$ cat src/hw/rtl/tsd_pkg.sv
// Package for the tar stream deframer: block geometry, header field offsets,
// result kinds, parse states and the transfer structs. No dependencies.
`timescale 1ns / 1ps

package tsd_pkg;

	localparam int BLOCK_LEN  = 512;
	localparam int OFF_W      = 9;
	localparam int SIZE_START = 124;
	localparam int SIZE_LEN   = 12;
	localparam int SUM_START  = 148;
	localparam int SUM_END    = 155;
	localparam logic [7:0] SPACE_CODE = 8'h20;

	localparam int SIZE_W = 36;
	localparam int CSUM_W = 24;
	localparam int SUM_W  = 17;

	localparam int RQ_DEPTH = 4;
	localparam int RQ_PTR_W = 2;
	localparam int RQ_CNT_W = 3;

	typedef enum logic [2:0] {
		KIND_PAYLOAD   = 3'd0,
		KIND_HEADER    = 3'd1,
		KIND_END       = 3'd2,
		KIND_BAD_SUM   = 3'd3,
		KIND_EARLY_END = 3'd4
	} kind_t;

	typedef enum logic [1:0] {
		PH_HEADER  = 2'd0,
		PH_PAYLOAD = 2'd1,
		PH_HALT    = 2'd2
	} phase_t;

	typedef enum logic [1:0] {
		OCT_SKIP   = 2'd0,
		OCT_DIGITS = 2'd1,
		OCT_DONE   = 2'd2
	} oct_step_t;

	typedef struct packed {
		logic [7:0] data_byte;
		logic       stream_end;
	} item_t;

	typedef struct packed {
		kind_t             kind;
		logic [7:0]        payload_byte;
		logic [SIZE_W-1:0] file_size;
		logic              last_of_file;
		logic              last;
	} res_t;

	typedef struct packed {
		logic [1:0] n;
		res_t       r0;
		res_t       r1;
	} rq_push_t;

endpackage

$ cat src/hw/rtl/tsd_oct.sv
// Octal field accumulator: skips leading non-digits, shifts in octal digits,
// stops at the first non-digit. Uses tsd_pkg.
`timescale 1ns / 1ps

module tsd_oct #(
	parameter int ACC_W = tsd_pkg::CSUM_W
) (
	input  logic             clk,
	input  logic             arst_n,
	input  logic             en,
	input  logic             clr,
	input  logic [7:0]       data_byte,
	output logic [ACC_W-1:0] acc_d
);

	logic [ACC_W-1:0]   acc_q;
	tsd_pkg::oct_step_t step_q, step_d;
	logic               is_digit;
	logic [2:0]         digit;

	assign is_digit = (data_byte >= 8'h30) && (data_byte <= 8'h37);
	assign digit    = data_byte[2:0];

	always_comb begin
		acc_d  = acc_q;
		step_d = step_q;
		if (en) begin
			case (step_q)
				tsd_pkg::OCT_SKIP: begin
					if (is_digit) begin
						step_d = tsd_pkg::OCT_DIGITS;
						acc_d  = ACC_W'(digit);
					end
				end
				tsd_pkg::OCT_DIGITS: begin
					if (is_digit) begin
						acc_d = {acc_q[ACC_W-4:0], digit};
					end else begin
						step_d = tsd_pkg::OCT_DONE;
					end
				end
				default: begin
				end
			endcase
		end
	end

	always_ff @(posedge clk or negedge arst_n) begin
		if (!arst_n) begin
			acc_q  <= '0;
			step_q <= tsd_pkg::OCT_SKIP;
		end else if (clr) begin
			acc_q  <= '0;
			step_q <= tsd_pkg::OCT_SKIP;
		end else begin
			acc_q  <= acc_d;
			step_q <= step_d;
		end
	end

endmodule

$ cat src/hw/rtl/tsd_rq.sv
// Result queue: four entries, up to two pushes and one pop per cycle.
// Uses tsd_pkg for the result and push structs.
`timescale 1ns / 1ps

module tsd_rq (
	input  logic                         clk,
	input  logic                         arst_n,
	input  tsd_pkg::rq_push_t            push,
	input  logic                         pop,
	output tsd_pkg::res_t                head,
	output logic                         valid,
	output logic [tsd_pkg::RQ_CNT_W-1:0] count
);

	tsd_pkg::res_t                ent_q [tsd_pkg::RQ_DEPTH];
	logic [tsd_pkg::RQ_PTR_W-1:0] wr_q, rd_q;
	logic [tsd_pkg::RQ_CNT_W-1:0] cnt_q;

	always_ff @(posedge clk) begin
		if (push.n != 2'd0) begin
			ent_q[wr_q] <= push.r0;
		end
		if (push.n == 2'd2) begin
			ent_q[tsd_pkg::RQ_PTR_W'(wr_q + 1'b1)] <= push.r1;
		end
	end

	always_ff @(posedge clk or negedge arst_n) begin
		if (!arst_n) begin
			wr_q  <= '0;
			rd_q  <= '0;
			cnt_q <= '0;
		end else begin
			wr_q  <= wr_q + tsd_pkg::RQ_PTR_W'(push.n);
			rd_q  <= rd_q + tsd_pkg::RQ_PTR_W'(pop);
			cnt_q <= cnt_q + tsd_pkg::RQ_CNT_W'(push.n) - tsd_pkg::RQ_CNT_W'(pop);
		end
	end

	assign head  = ent_q[rd_q];
	assign valid = (cnt_q != '0);
	assign count = cnt_q;

	a_cnt_bound: assert property (@(posedge clk) disable iff (!arst_n)
		cnt_q <= tsd_pkg::RQ_CNT_W'(tsd_pkg::RQ_DEPTH))
		else $error("result queue count exceeds depth");

	a_pop_nonempty: assert property (@(posedge clk) disable iff (!arst_n)
		pop |-> cnt_q != '0)
		else $error("result queue popped while empty");

	a_push_room: assert property (@(posedge clk) disable iff (!arst_n)
		push.n != 2'd0 |-> cnt_q <= tsd_pkg::RQ_CNT_W'(tsd_pkg::RQ_DEPTH - 2))
		else $error("result queue pushed without room for two");

endmodule

$ cat src/hw/rtl/tar_stream_deframer_core.sv
// Tar stream deframer: parses ustar header blocks and passes file payload.
// Uses tsd_pkg, tsd_oct and tsd_rq.
`timescale 1ns / 1ps

// Usage:
// The item channel carries one archive byte per transfer, with stream_end
// set on the final byte of the input. The result channel carries header,
// payload, end-of-archive and error results; last marks the final result
// caused by one input byte, and one byte causes at most two results.
// An accepted byte is held in an input register, then processed into a
// four-entry result queue once the queue has room; its results are registered
// in the queue before they transfer. One byte is taken per cycle while
// item_stall is low; the two results of a byte that causes two leave one at a
// time through the single read port of the result queue.
// Reset clears the queue and returns the parser to the start of a header
// block. After end of archive, a checksum failure or an early stream end
// the parser halts: bytes are still taken but give no results until reset.
// While the receiver stalls, results wait in the queue; once the queue
// cannot take two more results the held byte waits and item_stall rises.

module tar_stream_deframer_core (
	input  logic           clk,
	input  logic           arst_n,
	input  logic           item_valid,
	output logic           item_stall,
	input  tsd_pkg::item_t item,
	output logic           result_valid,
	input  logic           result_stall,
	output tsd_pkg::res_t  result
);

	tsd_pkg::item_t item_s1;
	logic           valid_s1;
	logic           take_in, consume, room;

	logic [tsd_pkg::OFF_W-1:0]  off_q;
	logic [tsd_pkg::SUM_W-1:0]  bsum_q, bsum_d;
	logic                       zero_q, zero_d;
	logic [tsd_pkg::SIZE_W-1:0] remain_q;
	tsd_pkg::phase_t            phase_q, phase_mid, phase_d;

	logic [7:0]                 b;
	logic                       hdr, pay, act, block_done, in_csum, in_size, mismatch;
	logic                       early;
	logic [tsd_pkg::SIZE_W-1:0] size_acc;
	logic [tsd_pkg::CSUM_W-1:0] csum_acc;

	logic                         prim_v;
	tsd_pkg::res_t                prim, early_res;
	tsd_pkg::rq_push_t            push;
	logic                         pop;
	logic [tsd_pkg::RQ_CNT_W-1:0] rq_cnt;

	assign room       = rq_cnt <= tsd_pkg::RQ_CNT_W'(tsd_pkg::RQ_DEPTH - 2);
	assign consume    = valid_s1 && room;
	assign item_stall = valid_s1 && !consume;
	assign take_in    = item_valid && !item_stall;

	always_ff @(posedge clk or negedge arst_n) begin
		if (!arst_n) begin
			valid_s1 <= 1'b0;
		end else if (take_in) begin
			valid_s1 <= 1'b1;
		end else if (consume) begin
			valid_s1 <= 1'b0;
		end
	end

	always_ff @(posedge clk) begin
		if (take_in) begin
			item_s1 <= item;
		end
	end

	assign b          = item_s1.data_byte;
	assign hdr        = (phase_q == tsd_pkg::PH_HEADER);
	assign pay        = (phase_q == tsd_pkg::PH_PAYLOAD);
	assign act        = consume && (hdr || pay);
	assign block_done = (off_q == tsd_pkg::OFF_W'(tsd_pkg::BLOCK_LEN - 1));
	assign in_csum    = (off_q >= tsd_pkg::OFF_W'(tsd_pkg::SUM_START)) &&
	                    (off_q <= tsd_pkg::OFF_W'(tsd_pkg::SUM_END));
	assign in_size    = (off_q >= tsd_pkg::OFF_W'(tsd_pkg::SIZE_START)) &&
	                    (off_q < tsd_pkg::OFF_W'(tsd_pkg::SIZE_START + tsd_pkg::SIZE_LEN));
	assign bsum_d     = bsum_q + tsd_pkg::SUM_W'(in_csum ? tsd_pkg::SPACE_CODE : b);
	assign zero_d     = zero_q && (b == 8'h00);
	assign mismatch   = tsd_pkg::CSUM_W'(bsum_d) != csum_acc;

	tsd_oct #(.ACC_W(tsd_pkg::SIZE_W)) u_size (
		.clk       (clk),
		.arst_n    (arst_n),
		.en        (act && hdr && in_size),
		.clr       (act && hdr && block_done),
		.data_byte (b),
		.acc_d     (size_acc)
	);

	tsd_oct #(.ACC_W(tsd_pkg::CSUM_W)) u_csum (
		.clk       (clk),
		.arst_n    (arst_n),
		.en        (act && hdr && in_csum),
		.clr       (act && hdr && block_done),
		.data_byte (b),
		.acc_d     (csum_acc)
	);

	// next phase
	always_comb begin
		phase_mid = phase_q;
		case (phase_q)
			tsd_pkg::PH_HEADER: begin
				if (consume && block_done) begin
					if (zero_d || mismatch) begin
						phase_mid = tsd_pkg::PH_HALT;
					end else if (size_acc != '0) begin
						phase_mid = tsd_pkg::PH_PAYLOAD;
					end
				end
			end
			tsd_pkg::PH_PAYLOAD: begin
				if (consume && block_done &&
				    (remain_q == '0 || remain_q == tsd_pkg::SIZE_W'(1))) begin
					phase_mid = tsd_pkg::PH_HEADER;
				end
			end
			default: begin
				phase_mid = tsd_pkg::PH_HALT;
			end
		endcase
		early   = act && item_s1.stream_end && (phase_mid != tsd_pkg::PH_HALT);
		phase_d = early ? tsd_pkg::PH_HALT : phase_mid;
	end

	// results
	always_comb begin
		prim_v = 1'b0;
		prim   = '0;
		case (phase_q)
			tsd_pkg::PH_HEADER: begin
				if (consume && block_done) begin
					prim_v = 1'b1;
					if (zero_d) begin
						prim.kind = tsd_pkg::KIND_END;
					end else if (mismatch) begin
						prim.kind = tsd_pkg::KIND_BAD_SUM;
					end else begin
						prim.kind      = tsd_pkg::KIND_HEADER;
						prim.file_size = size_acc;
					end
				end
			end
			tsd_pkg::PH_PAYLOAD: begin
				if (consume && remain_q != '0) begin
					prim_v            = 1'b1;
					prim.kind         = tsd_pkg::KIND_PAYLOAD;
					prim.payload_byte = b;
					prim.last_of_file = (remain_q == tsd_pkg::SIZE_W'(1));
				end
			end
			default: begin
			end
		endcase
		prim.last = !early;

		early_res      = '0;
		early_res.kind = tsd_pkg::KIND_EARLY_END;
		early_res.last = 1'b1;

		push.n  = 2'(prim_v) + 2'(early);
		push.r0 = prim_v ? prim : early_res;
		push.r1 = early_res;
	end

	always_ff @(posedge clk or negedge arst_n) begin
		if (!arst_n) begin
			phase_q  <= tsd_pkg::PH_HEADER;
			off_q    <= '0;
			bsum_q   <= '0;
			zero_q   <= 1'b1;
			remain_q <= '0;
		end else begin
			if (consume) begin
				phase_q <= phase_d;
			end
			if (act) begin
				off_q <= block_done ? '0 : off_q + 1'b1;
				if (hdr) begin
					if (block_done) begin
						bsum_q <= '0;
						zero_q <= 1'b1;
						if (!zero_d && !mismatch) begin
							remain_q <= size_acc;
						end
					end else begin
						bsum_q <= bsum_d;
						zero_q <= zero_d;
					end
				end else if (remain_q != '0) begin
					remain_q <= remain_q - 1'b1;
				end
			end
		end
	end

	assign pop = result_valid && !result_stall;

	tsd_rq u_rq (
		.clk    (clk),
		.arst_n (arst_n),
		.push   (push),
		.pop    (pop),
		.head   (result),
		.valid  (result_valid),
		.count  (rq_cnt)
	);

endmodule

$ cat config.mk
export PLATFORM = sky130hd
export DESIGN_NAME = tar_stream_deframer_core
export DESIGN_NICKNAME = d
export VERILOG_FILES = /design/src/hw/rtl/tsd_pkg.sv /design/src/hw/rtl/tsd_oct.sv /design/src/hw/rtl/tsd_rq.sv /design/src/hw/rtl/tar_stream_deframer_core.sv
export SDC_FILE = /design/constraint.sdc
export NUM_CORES = 1
export LEC_CHECK = 0
export BUFFER_PORTS_ARGS = -buffer_cell sky130_fd_sc_hd__buf_2
export CAP_MARGIN = 30
export CORE_ASPECT_RATIO = 1.25
export CORE_UTILIZATION = 45
export DETAILED_ROUTE_END_ITERATION = 8
export PLACE_DENSITY = 0.71
export SLEW_MARGIN = 20
export SYNTH_ARGS = -nofsm -noshare
export SYNTH_HDL_FRONTEND = slang
export SYNTH_SLANG_ARGS = --single-unit
export TNS_END_PERCENT = 1
$ cat constraint.sdc
create_clock -name clk -period 14.4 [get_ports clk]
set_input_delay 2.88 -clock clk [delete_from_list [all_inputs] [get_ports clk]]
set_output_delay 2.88 -clock clk [all_outputs]
set_load 0.05 [all_outputs]
**Word-level counts from Yosys, hierarchy flattened**

Memories as Yosys holds them, arrays and structs flattened.
Index checks and enable logic that the tools add are counted.

- Register bits: 146
- RAM bits: 196
- Input bits: 13
- Output and inout bits: 51
- Logic and storage cells: 147
- Memories: 1

- Add/subtract/negate cells: 9
- Order comparisons: 7
- Equal/unequal tests: 14
- Mux-type cells: 54
- Reductions and logical operators: 47

Memories:

| name | words | width | rd ports | clocked after Yosys merged registers in | write ports | line | RTL |
|---|---|---|---|---|---|---|---|
| u_rq.ent_q | 4 | 49 | 1 | 0 | 2 | tsd_rq.sv:15 | `tsd_pkg::res_t ent_q [tsd_pkg::RQ_DEPTH];` |

Operator list:

| operator | count |
|---|---|
| $mux W36 | 12 |
| $mux W24 | 4 |
| $pmux W36 S2 | 1 |
| $reduce_bool A36 Y1 | 2 |
| $mux W49 | 1 |
| $pmux W24 S2 | 1 |
| $eq A36 B1 Y1 const B | 1 |
| $logic_not A36 Y1 | 1 |
| $sub A36 B1 Y36 const B | 1 |
| $mux W2 | 12 |
| $mux W8 | 3 |
| $ne A17 B24 Y1 | 1 |
| $logic_and A1 B1 Y1 | 19 |
| $add A17 B8 Y17 | 1 |
| $mux W17 | 1 |
| $pmux W2 S2 | 3 |
| $reduce_and A4 Y1 | 3 |
| $mux W1 | 11 |
| $reduce_bool A2 Y1 | 5 |
| $add A9 B1 Y9 const B | 1 |
| $eq A9 B9 Y1 const B | 1 |
| $ge A9 B7 Y1 const B | 1 |
| $ge A9 B8 Y1 const B | 1 |
| $le A9 B8 Y1 const B | 1 |
| other kinds (26) | 43 |

**Depth between registers and ports, before layout**

- Word-level depth: 17
- Depth in mapped cells: 25
- Depth with buffers taken out: 22

**By module**

Synthesis repeated with hierarchy kept, for this count alone.

- Cell total of the unflattened synthesis: 1552
- Area, all modules: 18645.4 um^2

Modules (own cells, without submodules):

| module | instances | cells each | area an instance (um^2) | seq. area each (um^2) |
|---|---|---|---|---|
| tsd_rq | 1 | 512 | 9872.0 | 6060.8 |
| tar_stream_deframer_core | 1 | 674 | 5517.8 | 1923.1 |
| tsd_oct (u_size) | 1 | 217 | 1934.4 | 950.9 |
| tsd_oct (u_csum) | 1 | 149 | 1321.3 | 650.6 |

**Worst setup path before layout**

No wires, ideal clock.

- Kind: register to register
- Start point: register off_q[0] in the netlist's numbering
- End point: memory u_rq.ent_q[1][26] in the netlist's numbering
- Setup time: 0.140 ns
- Arrival: 5.855 ns
- Required time: 14.260 ns
- Slack: 8.405 ns
- Stages on the path, launching flop included: 24
- Path buffers: 3
- Clock period less this slack: 5.995 ns
- Cells stage by stage: dfrtp_1 -> ha_1 -> and4b_1 -> or4_4 -> buf_6 -> clkbuf_1 -> nand2_1 -> inv_1 -> ha_1 -> a21o_1 -> and4_1 -> o2111ai_1 -> a21oi_1 -> xor3_1 -> or4b_1 -> nor4_1 -> nor2_1 -> or2_2 -> ha_1 -> nor3b_1 -> nor2_1 -> clkbuf_1 -> nand2_1 -> o21ai_0

RTL lines:

| item | line | RTL |
|---|---|---|
| from (decl) | tar_stream_deframer_core.sv:36 | `logic [tsd_pkg::OFF_W-1:0] off_q;` |
| from (signal assigned) | tar_stream_deframer_core.sv:185 | `off_q <= block_done ? '0 : off_q + 1'b1;` |
| to (decl) | tsd_rq.sv:15 |  |

==> results.py <==
metrics = {
    "timing": {
        "fin_crit_ps": 7107,
        "tightest_slew_ps": 952.7,
        "hold_viol": 0,
        "drv_slew": 0,
        "relSlewSlack_pct": 36.49,
        "period_share_pct": 49.36,
        "setup_viol_count_final": 0,
        "clock.fmax_mhz": 140.7,
        "finalSetupTns_ps": 0,
        "rsz0062_at_grt": "false",
        "setup_slack_ps": 7293,
        "finClkSkew_ps": 19.12,
    },
    "synth": {
        "avgSynthCellArea_um2": 9.303,
        "synthXorXnorAreaFrac_pct": 1.717,
        "syn_inst": 1715,
        "ys_types": 77,
        "async_flop_share_pct": 40.06,
        "syn_nets": 1751,
        "yosysWarnings": 0,
        "yosysTopAreaCell": "dfxtp_1",
        "synth_top_family_by_area": "simple AND/OR/NAND/NOR gates",
        "synth-edff-count": 9,
        "synth_area_leaders": "dfxtp_1, dfrtp_1, mux4_2",
        "synth.most_common_cell": "nand2_1",
        "synth-compound-area-share_pct": 18.17,
        "muxShareOfSynthArea_pct": 7.168,
        "synth_seq_cells": 342,
        "synthFlopType": "dfxtp_1",
        "synthAdderAreaFrac_pct": 1.898,
        "syn-cell-area_um2": 15960,
        "synth_commonest_cells": "nand2_1, dfxtp_1, nor2_1, dfrtp_1, a21oi_1",
        "ys_seq_area_share_pct": 47.78,
        "synth_top_area_share_pct": 24.59,
        "synth-simple-area-share_pct": 19.42,
    },
    "route": {
        "routed_via_density": 5.946,
        "drt-pass1-iter-count": 5,
        "num_vias": 13223,
        "drt-initial-drc-count": 1159,
        "drc": 0,
        "antenna_left": 0,
        "wl_per_cell_um": 18.85,
        "wirelength_um": 41920,
    },
    "cts": {
        "post_cts_buffers": 0,
        "tritoncts": "done",
        "clockBufferDepth": 3,
        "clockRootBuffer": "clkbuf_16",
        "hold_buffers": 0,
        "cts_made_buffers": 38,
        "clock-sinks": 342,
        "clkTransAtPathRegs_ps": 60,
        "post_cts_resized": 0,
        "htreeDepth": 2,
        "clk-insertion-delay-late_ps": 540,
    },
    "run": {
        "cap_violations": 0,
    },
    "setup_path": {
        "cp-end-kind": "flop",
        "cp-start-kind": "flop",
        "path_class": "reg2reg",
        "cp.required_ps": 14860,
        "r2r_setup_slack_ps": 7290,
        "crit_arrival_ps": 7570,
        "crit_fanout": 36,
    },
    "floorplan": {
        "die_width_um": 170.4,
        "die-area_um2": 36220,
        "start_util_pct": 45.97,
        "die_h_um": 212.5,
        "core_um2": 34710,
        "rows": 76,
        "io_pins": 64,
    },
    "cells_and_area": {
        "multi_input_area_um2": 7770,
        "seqCellArea_um2": 7626,
        "antennaDiodeCount": 0,
        "finish.utilization_pct": 51.55,
        "drive_above_1_share_pct": 15.32,
        "area_growth_pct": 12.13,
        "n_fill_cell": 3167,
        "final_nets": 1763,
    },
    "global_routing": {
        "antenna_found_initial": 0,
        "grt_pass1_wl_um": 68120,
        "grtUsageTotal_pct": 23.64,
        "grt_pass1_vias": 12974,
        "gr-total-overflow": 0,
        "grt_max_degree": 71,
    },
    "placed_design": {
        "gp_congestion": 0.8096,
        "dp_slack_ps": 7297,
        "dpl.hpwl_um": 26700,
        "port_buffers": 63,
    },
    "power_and_ir_drop": {
        "pwr_density_cell_nw_per_um2": 152.9,
        "p_leak_uw": 0.007435,
        "vdd_drop_max_mv": 0.1354,
    },
    "run_status": {
        "status": "completed",
    },
    "worst_hold_path": {
        "holdCritPathClass": "reg2reg",
    },
}
[critical path: stages (launching register included)]
cell,delay (ps)
dfrtp_1,420
ha_1,230
and4b_1,240
or4_4,730
nand2_1,190
inv_1,60
ha_1,260
a21o_1,160
and4_1,240
o2111ai_1,350
a21oi_1,200
xor3_1,390
or4b_1,540
nor4_1,490
nor2_1,270
or2_2,360
ha_1,290
or3_1,630
or2_2,390
buf_4,330
o21ai_1,220
[per-layer routing]
metal | wire length [um] | up-vias | GRT usage [%]
met5 | 0 | - | 0
met4 | 1331 | 0 | 9.040
met3 | 2222 | 86 | 3.034
met2 | 21250 | 431 | 42.11
met1 | 17110 | 6531 | 28.94
li1 | - | 6175 | -
[final cells by class]
class / count / area share [%]
tap: 468 / 3.273
sequential: 342 / 42.63
multi-input combinational: 1223 / 43.43
timing repair buffer: 97 / 3.392
clock buffer: 59 / 6.336
clock inverter: 10 / 0.4196
inverter: 25 / 0.5245
[cell usage in the layout, fill, tap and decap left out, types with 15 or more instances in the layout]
cell       instances
mux4_2            49
buf_2             63
nor4_1            21
buf_4             28
a21oi_1          133
and3_1            27
o22a_1            24
nand3_1           67
inv_1             25
nand2_1          275
or3_1             15
xnor2_1           17
o21ai_0          131
nor2_1           131
clkbuf_16         41
a22oi_1           28
dfxtp_1          196
o21ai_2           30
dfrtp_1          134
ha_1              21
nor3_1            23
[metrics by stage]
stage	std cells	hold WS [ps]	cell area [um2]	total power, uW
2_1_floorplan	1715	419.8	15960	1618
3_3_place_gp	2146	427.3	16580	1783
3_5_place_dp	2149	438.4	16610	1803
4_1_cts	2218	446.4	17820	2742
5_1_grt	2224	458.8	17890	2859
6_report	2224	444.2	17890	2736
[path summary, 6_finish.rpt]
path	cells past startpoint	startpoint	to
max	20	off_q[0]	u_rq.ent_q[0][13]
min	2	u_rq.ent_q[1][23]	u_rq.ent_q[1][23]
max reg2reg	20	off_q[0]	u_rq.ent_q[0][13]
min reg2reg	2	u_rq.ent_q[1][23]	u_rq.ent_q[1][23]
max in group asynchronous	3	arst_n	remain_q[30]
min in group asynchronous	1	arst_n	u_csum.acc_q[12]
[kinds of logic after synthesis]
| kind of cell | count (synthesis) |
|---|---|
| AOI/OAI and AO/OA | 459 |
| buffers and inverters | 150 |
| adders and majority gates | 23 |
| xor gates and xnor gates | 28 |
| and+or+nand+nor | 660 |
| muxes | 53 |
| DFF | 342 |
[registers in the layout (all words and copies together) (netlist names), 2 cells and up]
| name | cells |
|---|---|
| u_rq.ent_q | 196 |
| u_csum.acc_q | 24 |
| u_rq.wr_q | 2 |
| phase_q | 2 |
| u_csum.step_q | 2 |
| off_q | 9 |
| b | 8 |
| u_size.step_q | 2 |
| u_rq.count | 3 |
| bsum_q | 17 |
| u_size.acc_q | 36 |
| u_rq.rd_q | 2 |
| remain_q | 36 |
[power by group]
group          switching (uW)  total [uW]  leakage [uW]  internal (uW)
logic                     439         702       0.00331            264
registers                78.7        1090       0.00353           1010
clock network             395         942      0.000593            547
total                     912        2740       0.00743           1820
Note: power is estimated with default switching activity, not from simulation.
